## src/rtl/erdl_pkg.sv

```systemverilog
`default_nettype none
// ----------------------------------------------------------------------------
// Encoder step accumulator package
// Shared constants, direction codes, register index codes and the divider request/response types.
// ----------------------------------------------------------------------------
package erdl_pkg;

  localparam int NUM_SENSORS = 4;
  localparam int NUM_LAYERS  = 8;

  localparam int STORE_DEPTH = NUM_SENSORS * NUM_LAYERS;
  localparam int STORE_AW    = (STORE_DEPTH > 1) ? $clog2(STORE_DEPTH) : 1;
  localparam int SENS_W      = (NUM_SENSORS > 1) ? $clog2(NUM_SENSORS) : 1;

  // remainder store entry: {degrees, micro degrees}, both signed
  localparam int REM_DEG_W = 10;
  localparam int REM_MIC_W = 21;
  localparam int REM_W     = REM_DEG_W + REM_MIC_W;

  localparam int MICRO_PER_DEGREE = 1000000;
  localparam int DEGREES_PER_TURN = 360;
  localparam int TAP_MAX          = 65535;

  localparam int SPR_W  = 9;
  localparam int HOLD_W = 16;

  // shared restoring divider
  localparam int DIV_DVD_W = 16;
  localparam int DIV_DVS_W = 9;
  localparam int DIV_CNT_W = $clog2(DIV_DVD_W + 1);

  typedef enum logic [1:0] {
    DIR_NONE = 2'd0,
    DIR_CW   = 2'd1,
    DIR_CCW  = 2'd2
  } dir_t;

  typedef enum logic [0:0] {
    CFG_STEPS_PER_ROT = 1'b0,
    CFG_HOLD_TIME     = 1'b1
  } cfg_idx_t;

  typedef struct packed {
    logic                 start;
    logic [DIV_CNT_W-1:0] iters;
    logic [DIV_DVD_W-1:0] dividend;
    logic [DIV_DVS_W-1:0] divisor;
  } div_req_t;

  typedef struct packed {
    logic                 busy;
    logic [DIV_DVD_W-1:0] quotient;
    logic [DIV_DVS_W-1:0] remainder;
  } div_rsp_t;

endpackage
`default_nettype wire

```

## src/rtl/erdl_ram.sv

```systemverilog
`default_nettype none
// ----------------------------------------------------------------------------
// Generic RAM
// One write port, one read port with registered read data.
// ----------------------------------------------------------------------------
module erdl_ram #(
  parameter int WIDTH = 8,
  parameter int DEPTH = 16
) (
  input  wire logic                                        clk,
  input  wire logic                                        we,
  input  wire logic [((DEPTH > 1) ? $clog2(DEPTH) : 1)-1:0] waddr,
  input  wire logic [WIDTH-1:0]                            wdata,
  input  wire logic                                        re,
  input  wire logic [((DEPTH > 1) ? $clog2(DEPTH) : 1)-1:0] raddr,
  output logic      [WIDTH-1:0]                            rdata
);

  logic [WIDTH-1:0] mem [DEPTH];

  always_ff @(posedge clk) begin
    if (we) begin
      mem[waddr] <= wdata;
    end
    if (re) begin
      rdata <= mem[raddr];
    end
  end

endmodule
`default_nettype wire

```

## src/rtl/erdl_div.sv

```systemverilog
`default_nettype none
// ----------------------------------------------------------------------------
// Shared restoring divider
// Unsigned, one quotient bit per cycle, MSB first, for a chosen bit count.
// ----------------------------------------------------------------------------
module erdl_div (
  input  wire logic               clk,
  input  wire logic               rst_n,
  input  wire erdl_pkg::div_req_t req,
  output erdl_pkg::div_rsp_t      rsp
);

  logic                           busy_r, busy_nxt;
  logic [erdl_pkg::DIV_CNT_W-1:0] cnt_r, cnt_nxt;
  logic [erdl_pkg::DIV_DVD_W-1:0] quo_r, quo_nxt;
  logic [erdl_pkg::DIV_DVS_W-1:0] rem_r, rem_nxt;
  logic [erdl_pkg::DIV_DVS_W-1:0] dvs_r, dvs_nxt;
  logic [erdl_pkg::DIV_DVS_W:0]   trial;
  logic [erdl_pkg::DIV_DVS_W:0]   diff;
  logic                           qbit;

  always_comb begin
    trial = {rem_r, quo_r[erdl_pkg::DIV_DVD_W-1]};
    diff  = trial - {1'b0, dvs_r};
    qbit  = (trial >= {1'b0, dvs_r});

    busy_nxt = busy_r;
    cnt_nxt  = cnt_r;
    quo_nxt  = quo_r;
    rem_nxt  = rem_r;
    dvs_nxt  = dvs_r;

    if (req.start) begin
      busy_nxt = 1'b1;
      cnt_nxt  = req.iters;
      quo_nxt  = req.dividend;
      rem_nxt  = '0;
      dvs_nxt  = req.divisor;
    end else if (busy_r) begin
      // remainder stays below divisor, so the difference fits back
      rem_nxt = qbit ? diff[erdl_pkg::DIV_DVS_W-1:0] : trial[erdl_pkg::DIV_DVS_W-1:0];
      quo_nxt = {quo_r[erdl_pkg::DIV_DVD_W-2:0], qbit};
      cnt_nxt = cnt_r - 1'b1;
      if (cnt_r == erdl_pkg::DIV_CNT_W'(1)) begin
        busy_nxt = 1'b0;
      end
    end
  end

  always_ff @(posedge clk) begin
    if (!rst_n) begin
      busy_r <= 1'b0;
    end else begin
      busy_r <= busy_nxt;
    end
    cnt_r <= cnt_nxt;
    quo_r <= quo_nxt;
    rem_r <= rem_nxt;
    dvs_r <= dvs_nxt;
  end

  assign rsp.busy      = busy_r;
  assign rsp.quotient  = quo_r;
  assign rsp.remainder = rem_r;

endmodule
`default_nettype wire

```

## src/rtl/encoder_rotation_direction_lock.sv

```systemverilog
`default_nettype none
// ----------------------------------------------------------------------------
// Rotary encoder step accumulator with reversal lockout
// Turns rotation reports into a direction and a saturated tap count.
// ----------------------------------------------------------------------------
// Usage:
//   in_*  : one rotation report per item (sensor, layer, degrees, micro, ms).
//   out_* : one result per report (direction, tap count, dropped flag).
//   cfg_* : register writes, always ready; write only while the block is idle.
// Flow:
//   Raw step reports and reports with an index out of range go from the
//   accepting edge straight to the result state, which raises out_tvalid.
//   Angle reports run 9 divider iterations for the step size (overlapping
//   the carry and sum states), start the second divide, run 16 iterations
//   for the step count, write back the remainder and then raise the result.
//   One report is in flight at a time and in_tready returns with out_tvalid.
// Reset:
//   After rst_n the remainder RAM's 32 entries are swept to zero, one entry
//   per cycle; in_tready stays low meanwhile. Registers return to 20
//   steps per turn and a 100 ms hold time.
// Stall:
//   The result sits in an output register; the next report is accepted
//   while it waits, but its result is held back until out_tready.
// ----------------------------------------------------------------------------
module encoder_rotation_direction_lock (
  input  wire logic        clk,
  input  wire logic        rst_n,
  // in_tdata: sensor_id[1:0], layer_index[4:2], whole_degrees[20:5],
  //           micro_degrees[41:21], now_ms[73:42], zero pad[79:74]
  input  wire logic        in_tvalid,
  output logic             in_tready,
  input  wire logic [79:0] in_tdata,
  // out_tdata: direction[1:0], tap_count[17:2], reversal_dropped[18],
  //            zero pad[23:19]
  output logic             out_tvalid,
  input  wire logic        out_tready,
  output logic      [23:0] out_tdata,
  input  wire logic        cfg_valid,
  output logic             cfg_ready,
  input  wire logic [0:0]  cfg_index,
  input  wire logic [15:0] cfg_data
);

  typedef enum logic [2:0] {
    S_CLEAR,
    S_IDLE,
    S_CARRY,
    S_SUM,
    S_DIV1,
    S_DIV2,
    S_LOCK
  } state_t;

  localparam logic signed [21:0] MIC_ONE     = 22'(erdl_pkg::MICRO_PER_DEGREE);
  localparam logic signed [21:0] MIC_TWO     = 22'(2 * erdl_pkg::MICRO_PER_DEGREE);
  localparam logic signed [21:0] MIC_NEG_ONE = -MIC_ONE;
  localparam logic signed [21:0] MIC_NEG_TWO = -MIC_TWO;

  // input fields
  logic [1:0]  in_sensor;
  logic [2:0]  in_layer;
  logic [15:0] in_whole;
  logic [20:0] in_micro;
  logic [31:0] in_now;

  assign in_sensor = in_tdata[1:0];
  assign in_layer  = in_tdata[4:2];
  assign in_whole  = in_tdata[20:5];
  assign in_micro  = in_tdata[41:21];
  assign in_now    = in_tdata[73:42];

  state_t state_r, state_nxt;

  logic [erdl_pkg::SPR_W-1:0]  spr_r, spr_nxt;
  logic [erdl_pkg::HOLD_W-1:0] hold_r, hold_nxt;

  logic                          out_valid_r, out_valid_nxt;
  logic [1:0]                    out_dir_r, out_dir_nxt;
  logic [15:0]                   out_tap_r, out_tap_nxt;
  logic                          out_drop_r, out_drop_nxt;

  erdl_pkg::dir_t last_dir_r  [erdl_pkg::NUM_SENSORS];
  erdl_pkg::dir_t last_dir_nxt[erdl_pkg::NUM_SENSORS];
  logic [31:0]    last_time_r  [erdl_pkg::NUM_SENSORS];
  logic [31:0]    last_time_nxt[erdl_pkg::NUM_SENSORS];

  logic [erdl_pkg::STORE_AW-1:0] clr_cnt_r, clr_cnt_nxt;

  // per-item payload
  logic [1:0]                    sensor_r, sensor_nxt;
  logic [erdl_pkg::STORE_AW-1:0] addr_r, addr_nxt;
  logic [15:0]                   whole_r, whole_nxt;
  logic [20:0]                   micro_r, micro_nxt;
  logic [31:0]                   now_r, now_nxt;
  logic [20:0]                   mic_new_r, mic_new_nxt;
  logic [2:0]                    carry_r, carry_nxt;
  logic                          deg_neg_r, deg_neg_nxt;
  logic [15:0]                   deg_abs_r, deg_abs_nxt;
  logic [20:0]                   steps_mag_r, steps_mag_nxt;
  logic                          steps_neg_r, steps_neg_nxt;

  // remainder RAM
  logic                          ram_we, ram_re;
  logic [erdl_pkg::STORE_AW-1:0] ram_waddr, ram_raddr;
  logic [erdl_pkg::REM_W-1:0]    ram_wdata, ram_rdata;
  logic [9:0]                    rd_deg;
  logic [20:0]                   rd_mic;

  erdl_pkg::div_req_t div_req;
  erdl_pkg::div_rsp_t div_rsp;

  // working values
  logic                          accept;
  logic                          idx_ok;
  logic [erdl_pkg::SPR_W-1:0]    spr_eff;
  logic signed [21:0]            mic_sum;
  logic [17:0]                   deg_sum;
  logic [17:0]                   deg_mag;
  logic [9:0]                    rem_deg;
  logic [erdl_pkg::SENS_W-1:0]   sidx;
  logic                          nonzero;
  erdl_pkg::dir_t                step_dir;
  erdl_pkg::dir_t                prev_dir;
  logic [31:0]                   elapsed;
  logic                          drop;

  assign accept    = in_tvalid && in_tready;
  assign in_tready = (state_r == S_IDLE);
  assign cfg_ready = 1'b1;

  assign idx_ok = (32'(in_sensor) < erdl_pkg::NUM_SENSORS)
               && (32'(in_layer) < erdl_pkg::NUM_LAYERS);

  assign rd_deg = ram_rdata[erdl_pkg::REM_W-1:erdl_pkg::REM_MIC_W];
  assign rd_mic = ram_rdata[erdl_pkg::REM_MIC_W-1:0];

  always_comb begin
    if (spr_r == '0) begin
      spr_eff = erdl_pkg::SPR_W'(1);
    end else if (spr_r > erdl_pkg::SPR_W'(erdl_pkg::DEGREES_PER_TURN)) begin
      spr_eff = erdl_pkg::SPR_W'(erdl_pkg::DEGREES_PER_TURN);
    end else begin
      spr_eff = spr_r;
    end
  end

  // micro carry: the sum of two signed 21-bit values fits 22 bits
  assign mic_sum = $signed({rd_mic[20], rd_mic}) + $signed({micro_r[20], micro_r});

  assign deg_sum = {{8{rd_deg[9]}}, rd_deg} + {{2{whole_r[15]}}, whole_r}
                 + {{15{carry_r[2]}}, carry_r};
  assign deg_mag = deg_sum[17] ? (18'd0 - deg_sum) : deg_sum;

  assign rem_deg = deg_neg_r ? (10'd0 - {1'b0, div_rsp.remainder})
                             : {1'b0, div_rsp.remainder};

  assign sidx     = erdl_pkg::SENS_W'(sensor_r);
  assign nonzero  = (steps_mag_r != '0);
  assign step_dir = steps_neg_r ? erdl_pkg::DIR_CCW : erdl_pkg::DIR_CW;
  assign prev_dir = last_dir_r[sidx];
  assign elapsed  = now_r - last_time_r[sidx];
  assign drop     = (prev_dir != erdl_pkg::DIR_NONE) && (step_dir != prev_dir)
                 && (elapsed < {16'd0, hold_r});

  always_comb begin
    state_nxt     = state_r;
    spr_nxt       = spr_r;
    hold_nxt      = hold_r;
    out_valid_nxt = out_valid_r;
    out_dir_nxt   = out_dir_r;
    out_tap_nxt   = out_tap_r;
    out_drop_nxt  = out_drop_r;
    last_dir_nxt  = last_dir_r;
    last_time_nxt = last_time_r;
    clr_cnt_nxt   = clr_cnt_r;
    sensor_nxt    = sensor_r;
    addr_nxt      = addr_r;
    whole_nxt     = whole_r;
    micro_nxt     = micro_r;
    now_nxt       = now_r;
    mic_new_nxt   = mic_new_r;
    carry_nxt     = carry_r;
    deg_neg_nxt   = deg_neg_r;
    deg_abs_nxt   = deg_abs_r;
    steps_mag_nxt = steps_mag_r;
    steps_neg_nxt = steps_neg_r;

    ram_we    = 1'b0;
    ram_waddr = addr_r;
    ram_wdata = {rem_deg, mic_new_r};
    ram_re    = 1'b0;
    ram_raddr = erdl_pkg::STORE_AW'(32'(in_sensor) * erdl_pkg::NUM_LAYERS + 32'(in_layer));

    div_req.start    = 1'b0;
    div_req.iters    = erdl_pkg::DIV_CNT_W'(erdl_pkg::SPR_W);
    // 360 sits in the top bits, so 9 iterations yield 360 / spr
    div_req.dividend = {erdl_pkg::SPR_W'(erdl_pkg::DEGREES_PER_TURN),
                        (erdl_pkg::DIV_DVD_W - erdl_pkg::SPR_W)'(0)};
    div_req.divisor  = spr_eff;

    if (cfg_valid && cfg_ready) begin
      case (erdl_pkg::cfg_idx_t'(cfg_index))
        erdl_pkg::CFG_STEPS_PER_ROT: spr_nxt  = cfg_data[erdl_pkg::SPR_W-1:0];
        erdl_pkg::CFG_HOLD_TIME:     hold_nxt = cfg_data;
        default: ;
      endcase
    end

    if (out_valid_r && out_tready) begin
      out_valid_nxt = 1'b0;
    end

    unique case (state_r)
      S_CLEAR: begin
        ram_we    = 1'b1;
        ram_waddr = clr_cnt_r;
        ram_wdata = '0;
        clr_cnt_nxt = clr_cnt_r + 1'b1;
        if (clr_cnt_r == erdl_pkg::STORE_AW'(erdl_pkg::STORE_DEPTH - 1)) begin
          state_nxt = S_IDLE;
        end
      end

      S_IDLE: begin
        if (accept) begin
          sensor_nxt = in_sensor;
          addr_nxt   = ram_raddr;
          whole_nxt  = in_whole;
          micro_nxt  = in_micro;
          now_nxt    = in_now;
          if (!idx_ok) begin
            steps_mag_nxt = '0;
            steps_neg_nxt = 1'b0;
            state_nxt     = S_LOCK;
          end else if (in_whole == '0) begin
            // raw step mode
            steps_mag_nxt = in_micro[20] ? (21'd0 - in_micro) : in_micro;
            steps_neg_nxt = in_micro[20];
            state_nxt     = S_LOCK;
          end else begin
            ram_re        = 1'b1;
            div_req.start = 1'b1;
            state_nxt     = S_CARRY;
          end
        end
      end

      S_CARRY: begin
        if (mic_sum >= MIC_TWO) begin
          carry_nxt   = 3'sd2;
          mic_new_nxt = 21'(mic_sum - MIC_TWO);
        end else if (mic_sum >= MIC_ONE) begin
          carry_nxt   = 3'sd1;
          mic_new_nxt = 21'(mic_sum - MIC_ONE);
        end else if (mic_sum <= MIC_NEG_TWO) begin
          carry_nxt   = -3'sd2;
          mic_new_nxt = 21'(mic_sum + MIC_TWO);
        end else if (mic_sum <= MIC_NEG_ONE) begin
          carry_nxt   = -3'sd1;
          mic_new_nxt = 21'(mic_sum + MIC_ONE);
        end else begin
          carry_nxt   = 3'sd0;
          mic_new_nxt = 21'(mic_sum);
        end
        state_nxt = S_SUM;
      end

      S_SUM: begin
        deg_neg_nxt = deg_sum[17];
        deg_abs_nxt = deg_mag[15:0];
        state_nxt   = S_DIV1;
      end

      S_DIV1: begin
        if (!div_rsp.busy) begin
          div_req.start    = 1'b1;
          div_req.iters    = erdl_pkg::DIV_CNT_W'(erdl_pkg::DIV_DVD_W);
          div_req.dividend = deg_abs_r;
          div_req.divisor  = div_rsp.quotient[erdl_pkg::DIV_DVS_W-1:0];
          state_nxt        = S_DIV2;
        end
      end

      S_DIV2: begin
        if (!div_rsp.busy) begin
          ram_we        = 1'b1;
          steps_mag_nxt = 21'(div_rsp.quotient);
          steps_neg_nxt = deg_neg_r;
          state_nxt     = S_LOCK;
        end
      end

      S_LOCK: begin
        if (!out_valid_r || out_tready) begin
          out_valid_nxt = 1'b1;
          out_dir_nxt   = erdl_pkg::DIR_NONE;
          out_tap_nxt   = '0;
          out_drop_nxt  = 1'b0;
          if (nonzero) begin
            last_time_nxt[sidx] = now_r;
            if (drop) begin
              out_drop_nxt = 1'b1;
            end else begin
              last_dir_nxt[sidx] = step_dir;
              out_dir_nxt        = step_dir;
              out_tap_nxt        = (steps_mag_r > 21'(erdl_pkg::TAP_MAX))
                                 ? 16'(erdl_pkg::TAP_MAX) : steps_mag_r[15:0];
            end
          end
          state_nxt = S_IDLE;
        end
      end

      default: state_nxt = S_IDLE;
    endcase
  end

  always_ff @(posedge clk) begin
    if (!rst_n) begin
      state_r     <= S_CLEAR;
      spr_r       <= erdl_pkg::SPR_W'(20);
      hold_r      <= erdl_pkg::HOLD_W'(100);
      out_valid_r <= 1'b0;
      clr_cnt_r   <= '0;
      for (int i = 0; i < erdl_pkg::NUM_SENSORS; i++) begin
        last_dir_r[i]  <= erdl_pkg::DIR_NONE;
        last_time_r[i] <= '0;
      end
    end else begin
      state_r     <= state_nxt;
      spr_r       <= spr_nxt;
      hold_r      <= hold_nxt;
      out_valid_r <= out_valid_nxt;
      clr_cnt_r   <= clr_cnt_nxt;
      last_dir_r  <= last_dir_nxt;
      last_time_r <= last_time_nxt;
    end
    out_dir_r   <= out_dir_nxt;
    out_tap_r   <= out_tap_nxt;
    out_drop_r  <= out_drop_nxt;
    sensor_r    <= sensor_nxt;
    addr_r      <= addr_nxt;
    whole_r     <= whole_nxt;
    micro_r     <= micro_nxt;
    now_r       <= now_nxt;
    mic_new_r   <= mic_new_nxt;
    carry_r     <= carry_nxt;
    deg_neg_r   <= deg_neg_nxt;
    deg_abs_r   <= deg_abs_nxt;
    steps_mag_r <= steps_mag_nxt;
    steps_neg_r <= steps_neg_nxt;
  end

  erdl_ram #(
    .WIDTH (erdl_pkg::REM_W),
    .DEPTH (erdl_pkg::STORE_DEPTH)
  ) u_rem_ram (
    .clk   (clk),
    .we    (ram_we),
    .waddr (ram_waddr),
    .wdata (ram_wdata),
    .re    (ram_re),
    .raddr (ram_raddr),
    .rdata (ram_rdata)
  );

  erdl_div u_div (
    .clk   (clk),
    .rst_n (rst_n),
    .req   (div_req),
    .rsp   (div_rsp)
  );

  assign out_tvalid = out_valid_r;
  assign out_tdata  = {5'd0, out_drop_r, out_tap_r, out_dir_r};

endmodule
`default_nettype wire
```

## config.mk

```make
export PLATFORM = sky130hd
export DESIGN_NAME = encoder_rotation_direction_lock
export DESIGN_NICKNAME = d
export VERILOG_FILES = /design/src/rtl/erdl_pkg.sv /design/src/rtl/erdl_ram.sv /design/src/rtl/erdl_div.sv /design/src/rtl/encoder_rotation_direction_lock.sv
export SDC_FILE = /design/constraint.sdc
export NUM_CORES = 2
export LEC_CHECK = 0
export BUFFER_PORTS_ARGS = -buffer_cell sky130_fd_sc_hd__buf_2
export CAP_MARGIN = 40
export CORE_ASPECT_RATIO = 1.25
export CORE_UTILIZATION = 53
export CTS_CLUSTER_DIAMETER = 60
export DETAILED_ROUTE_END_ITERATION = 12
export PLACE_DENSITY_LB_ADDON = 0.08
export SYNTH_ARGS = -nofsm -noshare
export SYNTH_HDL_FRONTEND = slang
export SYNTH_SLANG_ARGS = --single-unit
```

## constraint.sdc

```tcl
create_clock -name clk -period 7.4 [get_ports clk]
set_input_delay 0.37 -clock clk [delete_from_list [all_inputs] [get_ports clk]]
set_output_delay 0.37 -clock clk [all_outputs]
set_load 0.02 [all_outputs]
```

==> results_dict.tcl <==
set metrics [dict create \
    multiInputGateArea_sq_um 19300 \
    cp.required_ns 8.09 \
    cts_inserted_buffers 143 \
    fmax_ghz 0.161 \
    htreeDepth 4 \
    io_buffer_count 116 \
    ctsRootBufferMaster "clkbuf_16" \
    yosys.area_share.adder_pct 2.92 \
    post_synth_inst_count 3773 \
    dpl_worst_slack_ns 1.14 \
    via_count_of_the_first_global_routing_pass 35500 \
    sequentialPowerShare_pct 46.4 \
    synth_simple_gate_area_share_pct 6.57 \
    grt_antenna_before_repair 3 \
    synth.ff_latch_count 1389 \
    nets 4249 \
    synth_top_family_by_area "multiplexers" \
    core_area_sq_um 112000 \
    place_hpwl_microns 90600 \
    detailed_place.area_sq_um 62900 \
    post_synth_xor_area_fraction_pct 1.65 \
    time_the_worst_path_needs_with_i_o_delays_and_setup_ns 6.22 \
    final-hold-violation-count 0 \
    wl_met3_microns 9500 \
    finalCritPeriodShare_pct 84.1 \
    ant_nets 0 \
    async_reset_ff_share_pct 0 \
    area_of_the_mapped_netlist_sq_um 60100 \
    critical_path_peak_fanout 11 \
    clkLatencyLatePin_ns 0.79 \
    setup_ws_ns 1.18 \
    drv_slew 0 \
    maxCapViolCount 0 \
    clock_sink_count 1389 \
    grt_setup_unrepaired "false" \
    aggregate_routed_wire_length_microns 155000 \
    drt-pass1-iter-count 7 \
    worstPathArrival_ns 6.91 \
    power.ir.vdd_worst_v 0.000284 \
    proportion_of_synthesized_area_in_mux_cells_pct 13.9 \
    setup_viol_count_final 0 \
    timing.setup.critical_path_class "reg -> reg" \
    post-route-cell-area_sq_um 68800 \
    first_pass_grt_wire_length_microns 227000 \
    numPlacedInstances 5238 \
    yosysSeqAreaShare_pct 66.5 \
    floorplan_die_width_microns 303 \
    synth_edf_count 1209 \
    cts_tree "done" \
    placementRows 137 \
    timing.slew.headroom_pct 32.8 \
    instances_no_fill 5594 \
    result_of_the_run "complete, no violations" \
    p_comb_share_pct 20.0 \
    syn_area_per_cell_sq_um 15.9 \
    initialDrtViolationCount 3145 \
    power.switching_mw 6.27 \
    gr-usage-all-layers_pct 27.5 \
    drive_gt1_share_pct 21.6 \
    num_io_pins 129 \
    routed.top_layer "met4" \
    static_leakage_nw 23.0 \
    gp_congestion 0.944 \
    register_area_sq_um 39900 \
    initial_utilization_pct 53.7 \
    sw_frac_of_total_pct 28.4 \
    grt_max_degree 145 \
    syn_to_final_growth_pct 14.6 \
    fillers 8199 \
    clkSlewWorstSetupHoldPaths_ns 0.06 \
    p_clk_share_pct 33.6 \
    route.detailed.drc 0 \
    wl_met1_microns 61400 \
    met2RoutedLength_microns 78100 \
    synth_cell_types 95 \
    synth_compound_area_share_pct 6.51 \
    die_h_microns 378 \
    post_drt_wl_per_cell_microns 27.7 \
    clock_path_buffers 3 \
    min-delay-path-class "in -> reg" \
    worst_pin_slew_ns 1.01 \
    synth_warnings 0 \
    finalSetupTns_ns 0 \
    internal_pwr_total_mw 15.8 \
    vias_per_cell 6.18 \
    power_per_cell_area_nw_per_um2 321 \
    synth-main-ff-cell "edfxtp_1" \
    overall_die_area_sq_um 115000 \
    antenna_cells_inserted 0 \
    cp-start-kind "register" \
    global_route.overflow_total 0 \
    clock-skew-final_ns 0.0307 \
    num_vias 34600 \
    critPathCaptureType "register" \
]
[stage by stage]
step | power [mW] | utilization, % | hold WS, ns
after floorplan | 13.1 | - | 0.435
after global placement | 14.5 | 55.9 | 0.442
after detailed placement | 14.7 | 56.2 | 0.455
after CTS | 22.1 | 61.3 | 0.0215
after global routing | 22.9 | 61.5 | 0.0512
final | 22.0 | 61.5 | 0.0620
[cells in the final DEF (no fill, tap or decap), types with 17 or more instances in the layout]
| cell type | netlist | routed |
|---|---|---|
| edfxtp_1 | 1209 | 1209 |
| nand2_1 | 495 | 493 |
| mux4_2 | 344 | 344 |
| dfxtp_1 | 180 | 180 |
| a21boi_0 | 155 | 155 |
| clkbuf_16 | 0 | 144 |
| buf_2 | 10 | 110 |
| ha_1 | 108 | 108 |
| inv_1 | 100 | 99 |
| o21ai_0 | 99 | 99 |
| nor2_1 | 134 | 96 |
| a21oi_1 | 91 | 90 |
| dlygate4sd3_1 | 0 | 86 |
| buf_4 | 9 | 66 |
| xnor2_1 | 58 | 58 |
| xor2_1 | 53 | 53 |
| and2_1 | 36 | 34 |
| mux2_2 | 34 | 34 |
| a21o_1 | 33 | 33 |
| nor2_4 | 0 | 33 |
| nand3_1 | 32 | 32 |
| nand2b_1 | 28 | 28 |
| o21a_1 | 28 | 28 |
| nor3_1 | 34 | 28 |
| or3_1 | 27 | 24 |
| clkinv_1 | 0 | 24 |
| mux2i_1 | 23 | 23 |
| nand4_1 | 20 | 20 |
| fa_1 | 20 | 20 |
| clkbuf_1 | 140 | 20 |
| clkinv_2 | 0 | 17 |
| bufinv_16 | 0 | 17 |
[cell type report]
class                           instances  area share (%)
Sequential cell                      1389            58.0
Multi-Input combinational cell       2091            28.1
Clock buffer                          170            5.47
Timing Repair Buffer                  293            3.64
Tap cell                             1459            2.65
Clock inverter                         91            1.61
Inverter                              101           0.551
[repair_timing]
| action | 4_1_cts | 5_1_grt |
|---|---|---|
| endpoints found under the hold margin | 95 | 0 |
| setup buffers | 0 | 0 |
| gates resized for setup | 0 | 0 |
| hold buffers | 86 | 0 |
[path summary, 6_finish.rpt]
kind,end,startpoint,slack [ns],depth (start not counted)
hold / removal,last_time_r[82],rst_n,0.06,2
hold reg to reg,last_dir_r[5],last_dir_r[5],0.46,2
setup / recovery,last_dir_r[3],sensor_r[0],1.18,22
setup reg to reg,last_dir_r[3],sensor_r[0],1.18,22
[power groups by stage]
stage	clock network, mW	registers (mW)	logic [mW]
after CTS	7.54	10.2	4.37
after detailed placement	0	10.4	4.31
final	7.41	10.2	4.42
after global placement	0	10.4	4.08
after global routing	7.82	10.3	4.79
after floorplan	0	10.3	2.84
[synth_stat cells (34+ instances only)]
library cell	n	area share [%]
inv_1	100	0.63
xor2_1	53	0.77
dfxtp_1	180	6.0
nor2_1	134	0.84
nor3_1	34	0.28
xnor2_1	58	0.85
buf_1	35	0.22
mux2_2	34	0.64
a21oi_1	91	0.76
edfxtp_1	1209	60
mux4_2	344	13
o21ai_0	99	0.83
and2_1	36	0.38
clkbuf_1	140	0.88
a21boi_0	155	1.9
ha_1	108	2.3
nand2_1	495	3.1
[layer usage]
metal	track usage [%]	vias up
met4	10.8	0
li1	-	15100
met5	0	-
met3	4.35	323
met1	35.3	17900
met2	46.7	1279
[kinds of logic (layout without fill, tap and decap cells)]
kind of cell    after synthesis  count (layout)
fa+ha+maj                   128             128
buf+inv                     297             655
mux                         402             402
flops                      1389            1389
compound gates              561             561
xor+xnor                    112             112
other cells                   2               6
simple gates                882             882
[state kept, by name, summed over array words and instances (netlist names), 2 cells and up]
name             count
u_rem_ram.mem      992
last_time_r        128
now_r               32
u_rem_ram.rdata     31
mic_new_r           21
micro_r             21
steps_mag_r         21
deg_abs_r           16
hold_r              16
out_tap_r           16
u_div.quo_r         16
whole_r             16
spr_r                9
u_div.dvs_r          9
u_div.rem_r          9
last_dir_r           8
clr_cnt_r            5
u_div.cnt_r          5
addr_r               3
carry_r              3
state_r              3
out_dir_r            2
sensor_r             2
[worst max-delay path: stages, from the launching register on]
cell and delay [ns]:
edfxtp_1 0.70, buf_4 0.36, mux4_2 0.54, inv_1 0.09, ha_1 0.27, a21oi_1 0.28
nand2_1 0.08, o211ai_1 0.45, nand2_1 0.10, a21o_1 0.21, a21oi_1 0.16, xnor2_1 0.15
ha_1 0.27, a21o_1 0.16, a21o_1 0.16, a21oi_1 0.20, nand3_1 0.11, a211o_1 0.23
a211oi_1 0.38, o2111ai_1 0.22, or4_1 0.60, nand2_1 0.18, mux2i_1 0.23
(Power assumes the default switching activity.)
